--- src/hw/rtl/stt_pkg.sv ---
// Shared types, constants and keyword tables for the source text tokenizer.
// Used by stt_ctrl, stt_datapath and source_text_tokenizer.
`timescale 1ns / 1ps
`default_nettype none

package stt_pkg;

    localparam int unsigned MAX_TEXT = 32;
    localparam int unsigned TXT_AW   = (MAX_TEXT > 1) ? $clog2(MAX_TEXT) : 1;
    localparam int unsigned LEN_W    = $clog2(MAX_TEXT + 1);
    localparam int unsigned NUM_W    = 31;
    localparam logic [NUM_W-1:0] NUM_MAX = {NUM_W{1'b1}};

    localparam int unsigned KW_COUNT   = 10;
    localparam int unsigned KW_MAX_LEN = 6;

    localparam logic [7:0] KW_TEXT [KW_COUNT][KW_MAX_LEN] = '{
        '{"i", "n", "t", 8'h00, 8'h00, 8'h00},
        '{"c", "h", "a", "r", 8'h00, 8'h00},
        '{"f", "l", "o", "a", "t", 8'h00},
        '{"s", "t", "r", "i", "n", "g"},
        '{"p", "r", "i", "n", "t", 8'h00},
        '{"a", "s", "k", 8'h00, 8'h00, 8'h00},
        '{"b", "o", "o", "l", 8'h00, 8'h00},
        '{"t", "r", "u", "e", 8'h00, 8'h00},
        '{"f", "a", "l", "s", "e", 8'h00},
        '{"e", "n", "d", 8'h00, 8'h00, 8'h00}
    };
    localparam int unsigned KW_LEN [KW_COUNT] = '{3, 4, 5, 6, 5, 3, 4, 4, 5, 3};

    localparam logic [7:0] CH_SPACE  = 8'h20;
    localparam logic [7:0] CH_TAB    = 8'h09;
    localparam logic [7:0] CH_CR     = 8'h0D;
    localparam logic [7:0] CH_DQUOTE = 8'h22;
    localparam logic [7:0] CH_SQUOTE = 8'h27;
    localparam logic [7:0] CH_UNDER  = 8'h5F;
    localparam logic [7:0] CH_SEMI   = 8'h3B;
    localparam logic [7:0] CH_ZERO   = 8'h30;

    localparam logic OP_BYTE  = 1'b0;
    localparam logic OP_FLUSH = 1'b1;

    typedef enum logic [3:0] {
        KIND_IDENT   = 4'd0,
        KIND_KEYWORD = 4'd1,
        KIND_NUMBER  = 4'd2,
        KIND_STRING  = 4'd3,
        KIND_CHAR    = 4'd4,
        KIND_OPER    = 4'd5,
        KIND_SEMI    = 4'd6,
        KIND_UNKNOWN = 4'd7,
        KIND_BADCHAR = 4'd8
    } kind_t;

    typedef enum logic [2:0] {
        SRC_TEXT,
        SRC_EMPTY,
        SRC_NUM,
        SRC_HELD,
        SRC_BYTE
    } src_t;

    typedef struct packed {
        logic ws;
        logic word_start;
        logic digit;
        logic ident;
        logic dquote;
        logic squote;
        logic emits;
    } byte_class_t;

    typedef struct packed {
        logic  latch_in;
        logic  start_text;
        logic  append;
        logic  num_start;
        logic  num_step;
        logic  hold_char;
        logic  rd_en;
        logic  idx_clr;
        logic  idx_inc;
        logic  load_out;
        src_t  out_sel;
        kind_t out_kind;
        logic  out_end;
        logic  out_done;
    } ctrl_cmd_t;

    typedef struct packed {
        byte_class_t cls;
        logic        flush;
        logic        out_free;
        logic        text_empty;
        logic        text_last;
        logic        kw_hit;
    } dp_stat_t;

endpackage

`default_nettype wire

--- src/hw/rtl/stt_ram.sv ---
// Generic single-port-write, single-port-read RAM with registered read data.
// No dependencies.
`timescale 1ns / 1ps
`default_nettype none

module stt_ram #(
    parameter int unsigned WIDTH = 8,
    parameter int unsigned DEPTH = 32
) (
    input  wire logic                                   clk,
    input  wire logic                                   wr_en,
    input  wire logic [((DEPTH > 1) ? $clog2(DEPTH) : 1)-1:0] wr_addr,
    input  wire logic [WIDTH-1:0]                       wr_data,
    input  wire logic                                   rd_en,
    input  wire logic [((DEPTH > 1) ? $clog2(DEPTH) : 1)-1:0] rd_addr,
    output logic      [WIDTH-1:0]                       rd_data
);

    logic [WIDTH-1:0] mem [DEPTH];

    always_ff @(posedge clk)
    begin
        if (wr_en)
        begin
            mem[wr_addr] <= wr_data;
        end
        if (rd_en)
        begin
            rd_data <= mem[rd_addr];
        end
    end

endmodule

`default_nettype wire

--- src/hw/rtl/stt_datapath.sv ---
// Tokenizer datapath: input word register, text buffer, keyword match,
// number accumulator and output word register. Depends on stt_pkg and stt_ram.
`timescale 1ns / 1ps
`default_nettype none

module stt_datapath (
    input  wire logic               clk,
    input  wire logic               rst_n,
    input  wire logic               operation,
    input  wire logic [7:0]         source_byte,
    input  wire stt_pkg::ctrl_cmd_t cmd,
    output stt_pkg::dp_stat_t       stat,
    input  wire logic               token_ready,
    output logic                    token_valid,
    output logic [3:0]              kind,
    output logic [7:0]              text_byte,
    output logic [30:0]             number_value,
    output logic                    token_end,
    output logic                    input_done,
    output logic                    empty_text,
    output logic                    truncated
);

    import stt_pkg::*;

    logic              op_reg;
    logic [7:0]        byte_reg;
    logic [LEN_W-1:0]  len_reg,  len_next;
    logic              ovf_reg,  ovf_next;
    logic [KW_COUNT-1:0] match_reg, match_next;
    logic [NUM_W-1:0]  acc_reg,  acc_next;
    logic [7:0]        held_reg, held_next;
    logic [TXT_AW-1:0] idx_reg,  idx_next;
    logic              valid_reg, valid_next;

    kind_t             kind_reg;
    logic [7:0]        tbyte_reg;
    logic [NUM_W-1:0]  num_reg;
    logic              end_reg;
    logic              done_reg;
    logic              empty_reg;
    logic              trunc_reg;

    logic [LEN_W-1:0]    base_len;
    logic [KW_COUNT-1:0] base_match;
    logic [KW_COUNT-1:0] kw_step;
    logic                base_ovf;
    logic                wr_en;
    logic [7:0]          rd_data;
    logic [NUM_W+3:0]    num_prod;
    logic [3:0]          digit_val;
    byte_class_t         cls;
    kind_t               byte_kind;
    logic                is_alpha;
    logic                is_oper;
    logic                kw_hit;

    stt_ram #(
        .WIDTH (8),
        .DEPTH (MAX_TEXT)
    ) u_text_ram (
        .clk     (clk),
        .wr_en   (wr_en),
        .wr_addr (base_len[TXT_AW-1:0]),
        .wr_data (byte_reg),
        .rd_en   (cmd.rd_en),
        .rd_addr (idx_reg),
        .rd_data (rd_data)
    );

    always_comb
    begin
        is_alpha = (byte_reg >= "a" && byte_reg <= "z") || (byte_reg >= "A" && byte_reg <= "Z");
        is_oper  = (byte_reg == "+") || (byte_reg == "-") || (byte_reg == "*") ||
                   (byte_reg == "/") || (byte_reg == "=") || (byte_reg == "(") ||
                   (byte_reg == ")") || (byte_reg == ",");
        cls.ws         = (byte_reg == CH_SPACE) || (byte_reg >= CH_TAB && byte_reg <= CH_CR);
        cls.word_start = is_alpha || (byte_reg == CH_UNDER);
        cls.digit      = (byte_reg >= "0") && (byte_reg <= "9");
        cls.ident      = cls.word_start || cls.digit;
        cls.dquote     = (byte_reg == CH_DQUOTE);
        cls.squote     = (byte_reg == CH_SQUOTE);
        cls.emits      = !(cls.ws || cls.ident || cls.dquote || cls.squote);
        if (is_oper)
        begin
            byte_kind = KIND_OPER;
        end
        else if (byte_reg == CH_SEMI)
        begin
            byte_kind = KIND_SEMI;
        end
        else
        begin
            byte_kind = KIND_UNKNOWN;
        end
    end

    always_comb
    begin
        kw_hit = 1'b0;
        for (int k = 0; k < KW_COUNT; k++)
        begin
            if (match_reg[k] && (len_reg == LEN_W'(KW_LEN[k])))
            begin
                kw_hit = 1'b1;
            end
        end
        kw_hit = kw_hit && !ovf_reg;
    end

    always_comb
    begin
        stat.cls        = cls;
        stat.flush      = (op_reg == OP_FLUSH);
        stat.out_free   = !valid_reg || token_ready;
        stat.text_empty = (len_reg == '0);
        stat.text_last  = ((LEN_W'(idx_reg) + LEN_W'(1)) == len_reg);
        stat.kw_hit     = kw_hit;
    end

    always_comb
    begin
        base_len   = cmd.start_text ? '0 : len_reg;
        base_match = cmd.start_text ? '1 : match_reg;
        base_ovf   = cmd.start_text ? 1'b0 : ovf_reg;
        for (int k = 0; k < KW_COUNT; k++)
        begin
            kw_step[k] = 1'b0;
            for (int j = 0; j < KW_MAX_LEN; j++)
            begin
                if (base_len == LEN_W'(j))
                begin
                    kw_step[k] = (j < KW_LEN[k]) && (KW_TEXT[k][j] == byte_reg);
                end
            end
        end

        digit_val = 4'(byte_reg - CH_ZERO);
        num_prod  = ({4'b0, acc_reg} << 3) + ({4'b0, acc_reg} << 1) + (NUM_W+4)'(digit_val);

        wr_en      = 1'b0;
        len_next   = base_len;
        match_next = base_match;
        ovf_next   = base_ovf;
        acc_next   = acc_reg;
        held_next  = held_reg;
        idx_next   = idx_reg;

        if (cmd.append)
        begin
            if (base_len < LEN_W'(MAX_TEXT))
            begin
                wr_en      = 1'b1;
                len_next   = base_len + LEN_W'(1);
                match_next = base_match & kw_step;
            end
            else
            begin
                ovf_next = 1'b1;
            end
        end
        if (cmd.num_start)
        begin
            acc_next = NUM_W'(digit_val);
            ovf_next = 1'b0;
        end
        if (cmd.num_step)
        begin
            if (num_prod > (NUM_W+4)'(NUM_MAX))
            begin
                acc_next = NUM_MAX;
                ovf_next = 1'b1;
            end
            else
            begin
                acc_next = num_prod[NUM_W-1:0];
            end
        end
        if (cmd.hold_char)
        begin
            held_next = byte_reg;
        end
        if (cmd.idx_clr)
        begin
            idx_next = '0;
        end
        else if (cmd.idx_inc)
        begin
            idx_next = idx_reg + TXT_AW'(1);
        end

        if (cmd.load_out)
        begin
            valid_next = 1'b1;
        end
        else if (token_ready)
        begin
            valid_next = 1'b0;
        end
        else
        begin
            valid_next = valid_reg;
        end
    end

    always_ff @(posedge clk or negedge rst_n)
    begin
        if (!rst_n)
        begin
            len_reg   <= '0;
            ovf_reg   <= 1'b0;
            match_reg <= '0;
            acc_reg   <= '0;
            held_reg  <= '0;
            idx_reg   <= '0;
            valid_reg <= 1'b0;
        end
        else
        begin
            len_reg   <= len_next;
            ovf_reg   <= ovf_next;
            match_reg <= match_next;
            acc_reg   <= acc_next;
            held_reg  <= held_next;
            idx_reg   <= idx_next;
            valid_reg <= valid_next;
        end
    end

    always_ff @(posedge clk)
    begin
        if (cmd.latch_in)
        begin
            op_reg   <= operation;
            byte_reg <= source_byte;
        end
        if (cmd.load_out)
        begin
            kind_reg  <= (cmd.out_sel == SRC_BYTE) ? byte_kind : cmd.out_kind;
            end_reg   <= cmd.out_end;
            done_reg  <= cmd.out_done;
            empty_reg <= (cmd.out_sel == SRC_EMPTY);
            num_reg   <= (cmd.out_sel == SRC_NUM) ? acc_reg : '0;
            trunc_reg <= ((cmd.out_sel == SRC_TEXT) || (cmd.out_sel == SRC_EMPTY) ||
                          (cmd.out_sel == SRC_NUM)) && ovf_reg;
            case (cmd.out_sel)
                SRC_TEXT: tbyte_reg <= rd_data;
                SRC_HELD: tbyte_reg <= held_reg;
                SRC_BYTE: tbyte_reg <= byte_reg;
                default:  tbyte_reg <= 8'h00;
            endcase
        end
    end

    assign token_valid  = valid_reg;
    assign kind         = kind_reg;
    assign text_byte    = tbyte_reg;
    assign number_value = num_reg;
    assign token_end    = end_reg;
    assign input_done   = done_reg;
    assign empty_text   = empty_reg;
    assign truncated    = trunc_reg;

endmodule

`default_nettype wire

--- src/hw/rtl/stt_ctrl.sv ---
// Tokenizer controller: scan mode and the sequencer that accepts words and
// plays out token text. Depends on stt_pkg.
`timescale 1ns / 1ps
`default_nettype none

module stt_ctrl (
    input  wire logic              clk,
    input  wire logic              rst_n,
    input  wire logic              source_valid,
    output logic                   source_ready,
    input  wire stt_pkg::dp_stat_t stat,
    output stt_pkg::ctrl_cmd_t     cmd
);

    import stt_pkg::*;

    typedef enum logic [2:0] {
        S_IDLE,
        S_DECIDE,
        S_HANDLE,
        S_SINGLE,
        S_TXT_RD,
        S_TXT_WR
    } state_t;

    typedef enum logic [2:0] {
        M_IDLE,
        M_IDENT,
        M_NUM,
        M_STR,
        M_QOPEN,
        M_QHELD
    } mode_t;

    state_t state_reg,  state_next;
    mode_t  mode_reg,   mode_next;
    logic   follow_reg, follow_next;
    src_t   sel_reg,    sel_next;
    kind_t  kind_reg,   kind_next;

    logic   go_text;
    logic   go_single;
    logic   follow_set;
    kind_t  txt_kind;
    kind_t  one_kind;
    src_t   one_sel;
    kind_t  word_kind;

    assign source_ready = (state_reg == S_IDLE);
    assign word_kind    = stat.kw_hit ? KIND_KEYWORD : KIND_IDENT;

    always_comb
    begin
        state_next  = state_reg;
        mode_next   = mode_reg;
        follow_next = follow_reg;
        sel_next    = sel_reg;
        kind_next   = kind_reg;
        cmd         = '0;
        go_text     = 1'b0;
        go_single   = 1'b0;
        follow_set  = 1'b0;
        txt_kind    = KIND_IDENT;
        one_kind    = KIND_NUMBER;
        one_sel     = SRC_NUM;

        case (state_reg)
            S_IDLE:
            begin
                if (source_valid)
                begin
                    cmd.latch_in = 1'b1;
                    state_next   = S_DECIDE;
                end
            end
            S_DECIDE:
            begin
                if (stat.flush)
                begin
                    mode_next  = M_IDLE;
                    state_next = S_IDLE;
                    case (mode_reg)
                        M_IDENT:
                        begin
                            go_text  = 1'b1;
                            txt_kind = word_kind;
                        end
                        M_NUM:
                        begin
                            go_single = 1'b1;
                        end
                        M_STR:
                        begin
                            go_text  = 1'b1;
                            txt_kind = KIND_STRING;
                        end
                        M_QHELD:
                        begin
                            go_single = 1'b1;
                            one_sel   = SRC_HELD;
                            one_kind  = KIND_BADCHAR;
                        end
                        default:
                        begin
                            state_next = S_IDLE;
                        end
                    endcase
                end
                else
                begin
                    case (mode_reg)
                        M_IDENT:
                        begin
                            if (stat.cls.ident)
                            begin
                                cmd.append = 1'b1;
                                state_next = S_IDLE;
                            end
                            else
                            begin
                                go_text    = 1'b1;
                                txt_kind   = word_kind;
                                follow_set = 1'b1;
                                mode_next  = M_IDLE;
                            end
                        end
                        M_NUM:
                        begin
                            if (stat.cls.digit)
                            begin
                                cmd.num_step = 1'b1;
                                state_next   = S_IDLE;
                            end
                            else
                            begin
                                go_single  = 1'b1;
                                follow_set = 1'b1;
                                mode_next  = M_IDLE;
                            end
                        end
                        M_STR:
                        begin
                            if (stat.cls.dquote)
                            begin
                                go_text   = 1'b1;
                                txt_kind  = KIND_STRING;
                                mode_next = M_IDLE;
                            end
                            else
                            begin
                                cmd.append = 1'b1;
                                state_next = S_IDLE;
                            end
                        end
                        M_QOPEN:
                        begin
                            cmd.hold_char = 1'b1;
                            mode_next     = M_QHELD;
                            state_next    = S_IDLE;
                        end
                        M_QHELD:
                        begin
                            mode_next = M_IDLE;
                            go_single = 1'b1;
                            one_sel   = SRC_HELD;
                            if (stat.cls.squote)
                            begin
                                one_kind = KIND_CHAR;
                            end
                            else
                            begin
                                one_kind   = KIND_BADCHAR;
                                follow_set = 1'b1;
                            end
                        end
                        default:
                        begin
                            state_next = S_HANDLE;
                        end
                    endcase
                end
            end
            S_HANDLE:
            begin
                if (stat.cls.emits)
                begin
                    if (stat.out_free)
                    begin
                        cmd.load_out = 1'b1;
                        cmd.out_sel  = SRC_BYTE;
                        cmd.out_end  = 1'b1;
                        cmd.out_done = 1'b1;
                        state_next   = S_IDLE;
                    end
                end
                else
                begin
                    state_next = S_IDLE;
                    if (stat.cls.word_start)
                    begin
                        mode_next      = M_IDENT;
                        cmd.start_text = 1'b1;
                        cmd.append     = 1'b1;
                    end
                    else if (stat.cls.digit)
                    begin
                        mode_next     = M_NUM;
                        cmd.num_start = 1'b1;
                    end
                    else if (stat.cls.dquote)
                    begin
                        mode_next      = M_STR;
                        cmd.start_text = 1'b1;
                    end
                    else if (stat.cls.squote)
                    begin
                        mode_next = M_QOPEN;
                    end
                end
            end
            S_SINGLE:
            begin
                if (stat.out_free)
                begin
                    cmd.load_out = 1'b1;
                    cmd.out_sel  = sel_reg;
                    cmd.out_kind = kind_reg;
                    cmd.out_end  = 1'b1;
                    cmd.out_done = !follow_reg || !stat.cls.emits;
                    state_next   = follow_reg ? S_HANDLE : S_IDLE;
                end
            end
            S_TXT_RD:
            begin
                cmd.rd_en  = 1'b1;
                state_next = S_TXT_WR;
            end
            S_TXT_WR:
            begin
                if (stat.out_free)
                begin
                    cmd.load_out = 1'b1;
                    cmd.out_sel  = SRC_TEXT;
                    cmd.out_kind = kind_reg;
                    cmd.out_end  = stat.text_last;
                    cmd.out_done = stat.text_last && (!follow_reg || !stat.cls.emits);
                    cmd.idx_inc  = 1'b1;
                    if (stat.text_last)
                    begin
                        state_next = follow_reg ? S_HANDLE : S_IDLE;
                    end
                    else
                    begin
                        state_next = S_TXT_RD;
                    end
                end
            end
            default:
            begin
                state_next = S_IDLE;
            end
        endcase

        if (go_text)
        begin
            cmd.idx_clr = 1'b1;
            kind_next   = txt_kind;
            follow_next = follow_set;
            if (stat.text_empty)
            begin
                sel_next   = SRC_EMPTY;
                state_next = S_SINGLE;
            end
            else
            begin
                state_next = S_TXT_RD;
            end
        end
        if (go_single)
        begin
            sel_next    = one_sel;
            kind_next   = one_kind;
            follow_next = follow_set;
            state_next  = S_SINGLE;
        end
    end

    always_ff @(posedge clk or negedge rst_n)
    begin
        if (!rst_n)
        begin
            state_reg  <= S_IDLE;
            mode_reg   <= M_IDLE;
            follow_reg <= 1'b0;
            sel_reg    <= SRC_NUM;
            kind_reg   <= KIND_IDENT;
        end
        else
        begin
            state_reg  <= state_next;
            mode_reg   <= mode_next;
            follow_reg <= follow_next;
            sel_reg    <= sel_next;
            kind_reg   <= kind_next;
        end
    end

endmodule

`default_nettype wire

--- src/hw/rtl/source_text_tokenizer.sv ---
// Top level of the source text tokenizer: controller plus datapath.
// Depends on stt_pkg, stt_ctrl, stt_datapath and stt_ram.
//
//   Channel  Handshake                    Word contents
//   source   source_valid / source_ready  operation, source_byte
//   token    token_valid / token_ready    kind, text_byte, number_value, token_end,
//                                         input_done, empty_text, truncated
//
// A word that extends a token, or a flush with nothing pending, goes from the decide step
// back to idle; a word that an idle scanner classifies passes through the handle step too.
// Closing a token plays out a word per text byte, read from the text RAM, or a single word
// for a number, char literal or empty string; a handled closing byte is dealt with after it.
// Reset is asynchronous and needs no clearing pass; the text RAM is read only where written.
// A stalled token port holds the sequencer in its output step until the word is taken.
`timescale 1ns / 1ps
`default_nettype none

module source_text_tokenizer (
    input  wire logic        clk,
    input  wire logic        rst_n,
    input  wire logic        source_valid,
    output logic             source_ready,
    input  wire logic        operation,
    input  wire logic [7:0]  source_byte,
    output logic             token_valid,
    input  wire logic        token_ready,
    output logic [3:0]       kind,
    output logic [7:0]       text_byte,
    output logic [30:0]      number_value,
    output logic             token_end,
    output logic             input_done,
    output logic             empty_text,
    output logic             truncated
);

    import stt_pkg::*;

    ctrl_cmd_t cmd;
    dp_stat_t  stat;

    stt_ctrl u_ctrl (
        .clk          (clk),
        .rst_n        (rst_n),
        .source_valid (source_valid),
        .source_ready (source_ready),
        .stat         (stat),
        .cmd          (cmd)
    );

    stt_datapath u_datapath (
        .clk          (clk),
        .rst_n        (rst_n),
        .operation    (operation),
        .source_byte  (source_byte),
        .cmd          (cmd),
        .stat         (stat),
        .token_ready  (token_ready),
        .token_valid  (token_valid),
        .kind         (kind),
        .text_byte    (text_byte),
        .number_value (number_value),
        .token_end    (token_end),
        .input_done   (input_done),
        .empty_text   (empty_text),
        .truncated    (truncated)
    );

endmodule

`default_nettype wire
--- config.mk ---
export PLATFORM = sky130hd
export DESIGN_NAME = source_text_tokenizer
export DESIGN_NICKNAME = d
export VERILOG_FILES = /design/src/hw/rtl/stt_pkg.sv /design/src/hw/rtl/stt_ram.sv /design/src/hw/rtl/stt_datapath.sv /design/src/hw/rtl/stt_ctrl.sv /design/src/hw/rtl/source_text_tokenizer.sv
export SDC_FILE = /design/constraint.sdc
export NUM_CORES = 1
export LEC_CHECK = 0
export BUFFER_PORTS_ARGS = -buffer_cell sky130_fd_sc_hd__buf_2
export CAP_MARGIN = 10
export CORE_MARGIN = 2
export CORE_UTILIZATION = 40
export DETAILED_ROUTE_END_ITERATION = 16
export SETUP_SLACK_MARGIN = 0.05
export SLEW_MARGIN = 5
export SYNTH_ARGS = -nofsm -noshare
export SYNTH_HDL_FRONTEND = slang
export SYNTH_SLANG_ARGS = --single-unit
--- constraint.sdc ---
create_clock -name clk -period 4.3 [get_ports clk]
set_clock_uncertainty 0.05 [all_clocks]
set_input_delay 0.43 -clock clk [delete_from_list [all_inputs] [get_ports clk]]
set_output_delay 0.43 -clock clk [all_outputs]
set_load 0.005 [all_outputs]
==> qor.csv <==
stage,metric,value,unit
status,status,finished clean,
grt,initial antenna violation count,0,
floorplanning,Top Ports,62,
grt,global route total overflow,0,
cells_and_area,Final #Nets,1606,
timing,PnR worst setup slack,495,ps
detailed_routing,DR DRC count,0,
clocking,clk buf depth,3,
place,final weighted congestion in routability-driven placement,0.890,
clocking,# Post-CTS Setup Buffers,0,
clocking,clock-pin slew on the worst setup and hold paths,60,ps
cells_and_area,# fillers,4200,
detailed_routing,Routed WL per cell,21.6,microns
place,DP Worst Slack,454,ps
critical_path,crit-path max FO,15,
flow_run,Max-Cap Viols,0,
place,IO buf count,61,
timing,final setup fails,0,
timing,Tcrit/Tclk final,0.885,
synth,top-count cell post-synth,edfxtp_1,
synth,Post-synth EDFFs,320,
pwr,Worst VDD drop,329,uV
timing,Tmin final,3810,ps
cells_and_area,area grow syn2layout,13.1,%
detailed_routing,starting DRC count in detailed routing,924,
cells_and_area,post-route cell area,21500,sq um
clocking,TritonCTS buffer count,43,
grt,first-pass GRT wire length,72700,microns
pwr,Lkg Pwr,8.03,nW
grt,number of global-route vias before repair,12200,
floorplanning,die height,222,microns
pwr,Flop pwr share,0.446,
critical_path,"Slowest-stage cell, CP",edfxtp_1,
synth,fraction of registers with async set/reset,0.190,
pwr,switching power share of the total,0.308,
critical_path,Crit path largest cell delay,610,ps
timing,Max Freq,263,MHz
synth,xor and xnor fraction of the mapped netlist area,0.0184,
synth,compound-cell area share of the yosys netlist,0.115,
synth,cell area after synthesis,19000,sq um
clocking,Root Driver,clkbuf_16,
critical_path,Setup crit end kind,register,
pwr,Pint,7.76,mW
timing,RSZ-0062 raised after global routing,no,
synth,Post-synth top cells,"edfxtp_1 (320), nand2_1 (111), nor2_1 (82)",
pwr,pwr/cell area,522,nW/um^2
synth,post-synthesis mux area share,0.0807,
critical_path,critical path startpoint category,register,
synth,post-synthesis sequential area ratio,0.605,
synth,largest family of logic cells by synthesized area,compound AO/OA/AOI/OAI gates,
synth,"Avg Cell Area, Syn",13.2,sq um
detailed_routing,DR vias/cell,5.70,
cells_and_area,Finished Layout Cells,2163,
detailed_routing,vias,12300,
critical_path,Worst Path Required,4750,ps
synth,Area contributors post-synth,"edfxtp_1 (51%), dfrtp_1 (9.8%), ha_1 (4.2%)",
critical_path,"most used cell, CP",and2_1,
pwr,Sw Pwr,3.45,mW
critical_path,arrival time at the worst endpoint,4250,ps
timing,Max Slew Vio Count,0,
synth,Synth Warn #,0,
min_path,Hold Path Class,in -> reg,
timing,Max transition margin,0.325,
timing,hold_ws,47.5,ps
critical_path,CP cell instances,"and2_1, o2111a_1, nor2_4, o21ai_2, nand2_1, inv_1, ha_1, and2_1, a211oi_1, o311a_2, nand4_1, o2bb2ai_1, a311oi_1, o22a_1",
detailed_routing,Routed Wire Length,46700,microns
grt,Global Route Usage Sum,0.190,
synth,fraction of the mapped netlist area in adder cells,0.0443,
timing,Slew @ Worst Pin,1010,ps
timing,final-report hold violation count,0,
synth,synthesized instance count,1441,
cells_and_area,max reg flops,256,
synth,Synth area leader,edfxtp_1,
clocking,CTS tree,yes,
synth,"FF+latch count, synth",395,
place,post-DP HPWL,31400,microns
cells_and_area,Ant. Diodes,0,
floorplanning,die area,49200,sq um
critical_path,Setup CP Type,reg -> reg,
clocking,Clock Latency Late Sink,570,ps
clocking,htree depth,2,
place,placed cell count,2083,
pwr,Clock Power Share,0.314,
pwr,Tot Pwr,11.2,mW
synth,top cell type's share of synthesized area,0.506,
floorplanning,Die Wd,222,microns
cells_and_area,final core utilization,0.460,
pwr,Combinational Power Share,0.241,
detailed_routing,Detailed Routing Iterations Pass 1,5,
cells_and_area,share of layout cells above drive strength 1,0.174,
clocking,CTS Sinks,395,
synth,Simple-Gate Fraction of Synth Area,0.111,
floorplanning,cell row count,79,
floorplanning,initial core utilization,0.406,
synth,Synth Net Count,1520,
synth,Netlist cell types,92,
floorplanning,Core Region,46800,sq um
timing,setup TNS,0,ps
synth,predominant post-synthesis flop cell,edfxtp_1,
detailed_routing,Antenna Violating Nets Remaining,0,
grt,largest net degree at the start of global routing,49,
place,placed cell area,20100,sq um
-- worst max-delay path, delay by kind of cell, from the launching register on --
family,cells,cell delay [ps]
buffers and inverters,1,60
adder cells (fa/ha/maj),1,230
AND/OR/NAND/NOR,5,1120
AO/OA/AOI/OAI,7,1660
flip-flops,1,610
-- power groups by stage --
stage | clock, mW | combinational (mW) | sequential (mW)
2_1_floorplan | 0 | 1.89 | 4.93
3_3_place_gp | 0 | 2.67 | 5.06
3_5_place_dp | 0 | 2.70 | 5.07
4_1_cts | 3.60 | 2.71 | 5.00
5_1_grt | 3.74 | 2.95 | 5.05
6_report | 3.52 | 2.70 | 5.00
-- path summary, 6_finish.rpt --
path | from | to | slack, ps | cells after the start
max | u_datapath.byte_reg[1] | u_datapath.match_reg[8] | 490 | 14
min | source_byte[3] | u_datapath.byte_reg[3] | 50 | 1
max reg2reg | u_datapath.byte_reg[1] | u_datapath.match_reg[8] | 490 | 14
min reg2reg | u_ctrl.kind_reg[3] | u_ctrl.kind_reg[3] | 410 | 2
max in group asynchronous | rst_n | u_datapath.idx_reg[0] | 2870 | 3
min in group asynchronous | rst_n | u_datapath.acc_reg[23] | 370 | 2
-- what timing repair did --
| item | CTS | global route |
|---|---|---|
| hold buffers | 6 | 0 |
| setup endpoints to repair | 0 | 1 |
| resized for setup | 0 | 1 |
| hold endpoints to repair | 45 | 0 |
-- placed cells by master (no fill, tap or decap), types with 7 or more instances in the layout --
master,n
and2_1,44
o221ai_1,24
buf_2,60
xor2_1,19
xnor2_1,21
o211ai_2,10
a31oi_1,9
buf_4,52
o21a_1,7
nand4_1,21
nor3_1,21
clkbuf_16,44
inv_1,27
o21ai_0,54
nand2b_1,10
nand3_1,57
nor2b_1,10
nand2_1,111
a21o_1,14
o22ai_1,12
clkbuf_1,15
dfrtp_1,73
nor2_1,82
a22oi_1,12
a21oi_1,77
mux2i_1,53
mux2_2,24
ha_1,64
mux4_2,32
edfxtp_1,320
o21ai_1,16
and3_1,14
nor4_1,7
-- routing by layer --
metal / vias up / share of wire / global-route usage
li1: 5729 / - / -
met1: 6158 / 0.45 / 0.259
met2: 356 / 0.48 / 0.314
met3: 76 / 0.050 / 0.0262
met4: 0 / 0.024 / 0.0639
met5: - / 0 / 0
-- layout make-up --
class	count	area, sq um	area share
Clock buffer	61	1180	0.0551
Clock inverter	13	139	0.00646
Inverter	27	101	0.00472
Multi-Input combinational cell	940	7020	0.327
Sequential cell	395	11500	0.535
Tap cell	607	759	0.0353
Timing Repair Buffer	120	791	0.0368
-- kinds of logic (layout without fill, tap and decap cells) --
family,count (synthesis),count (layout)
simple gates,410,410
flops,395,395
compound gates,314,314
mux,110,110
buf+inv,106,221
fa+ha+maj,66,66
xor+xnor,40,40
Note: power is estimated with default switching activity, not from simulation.
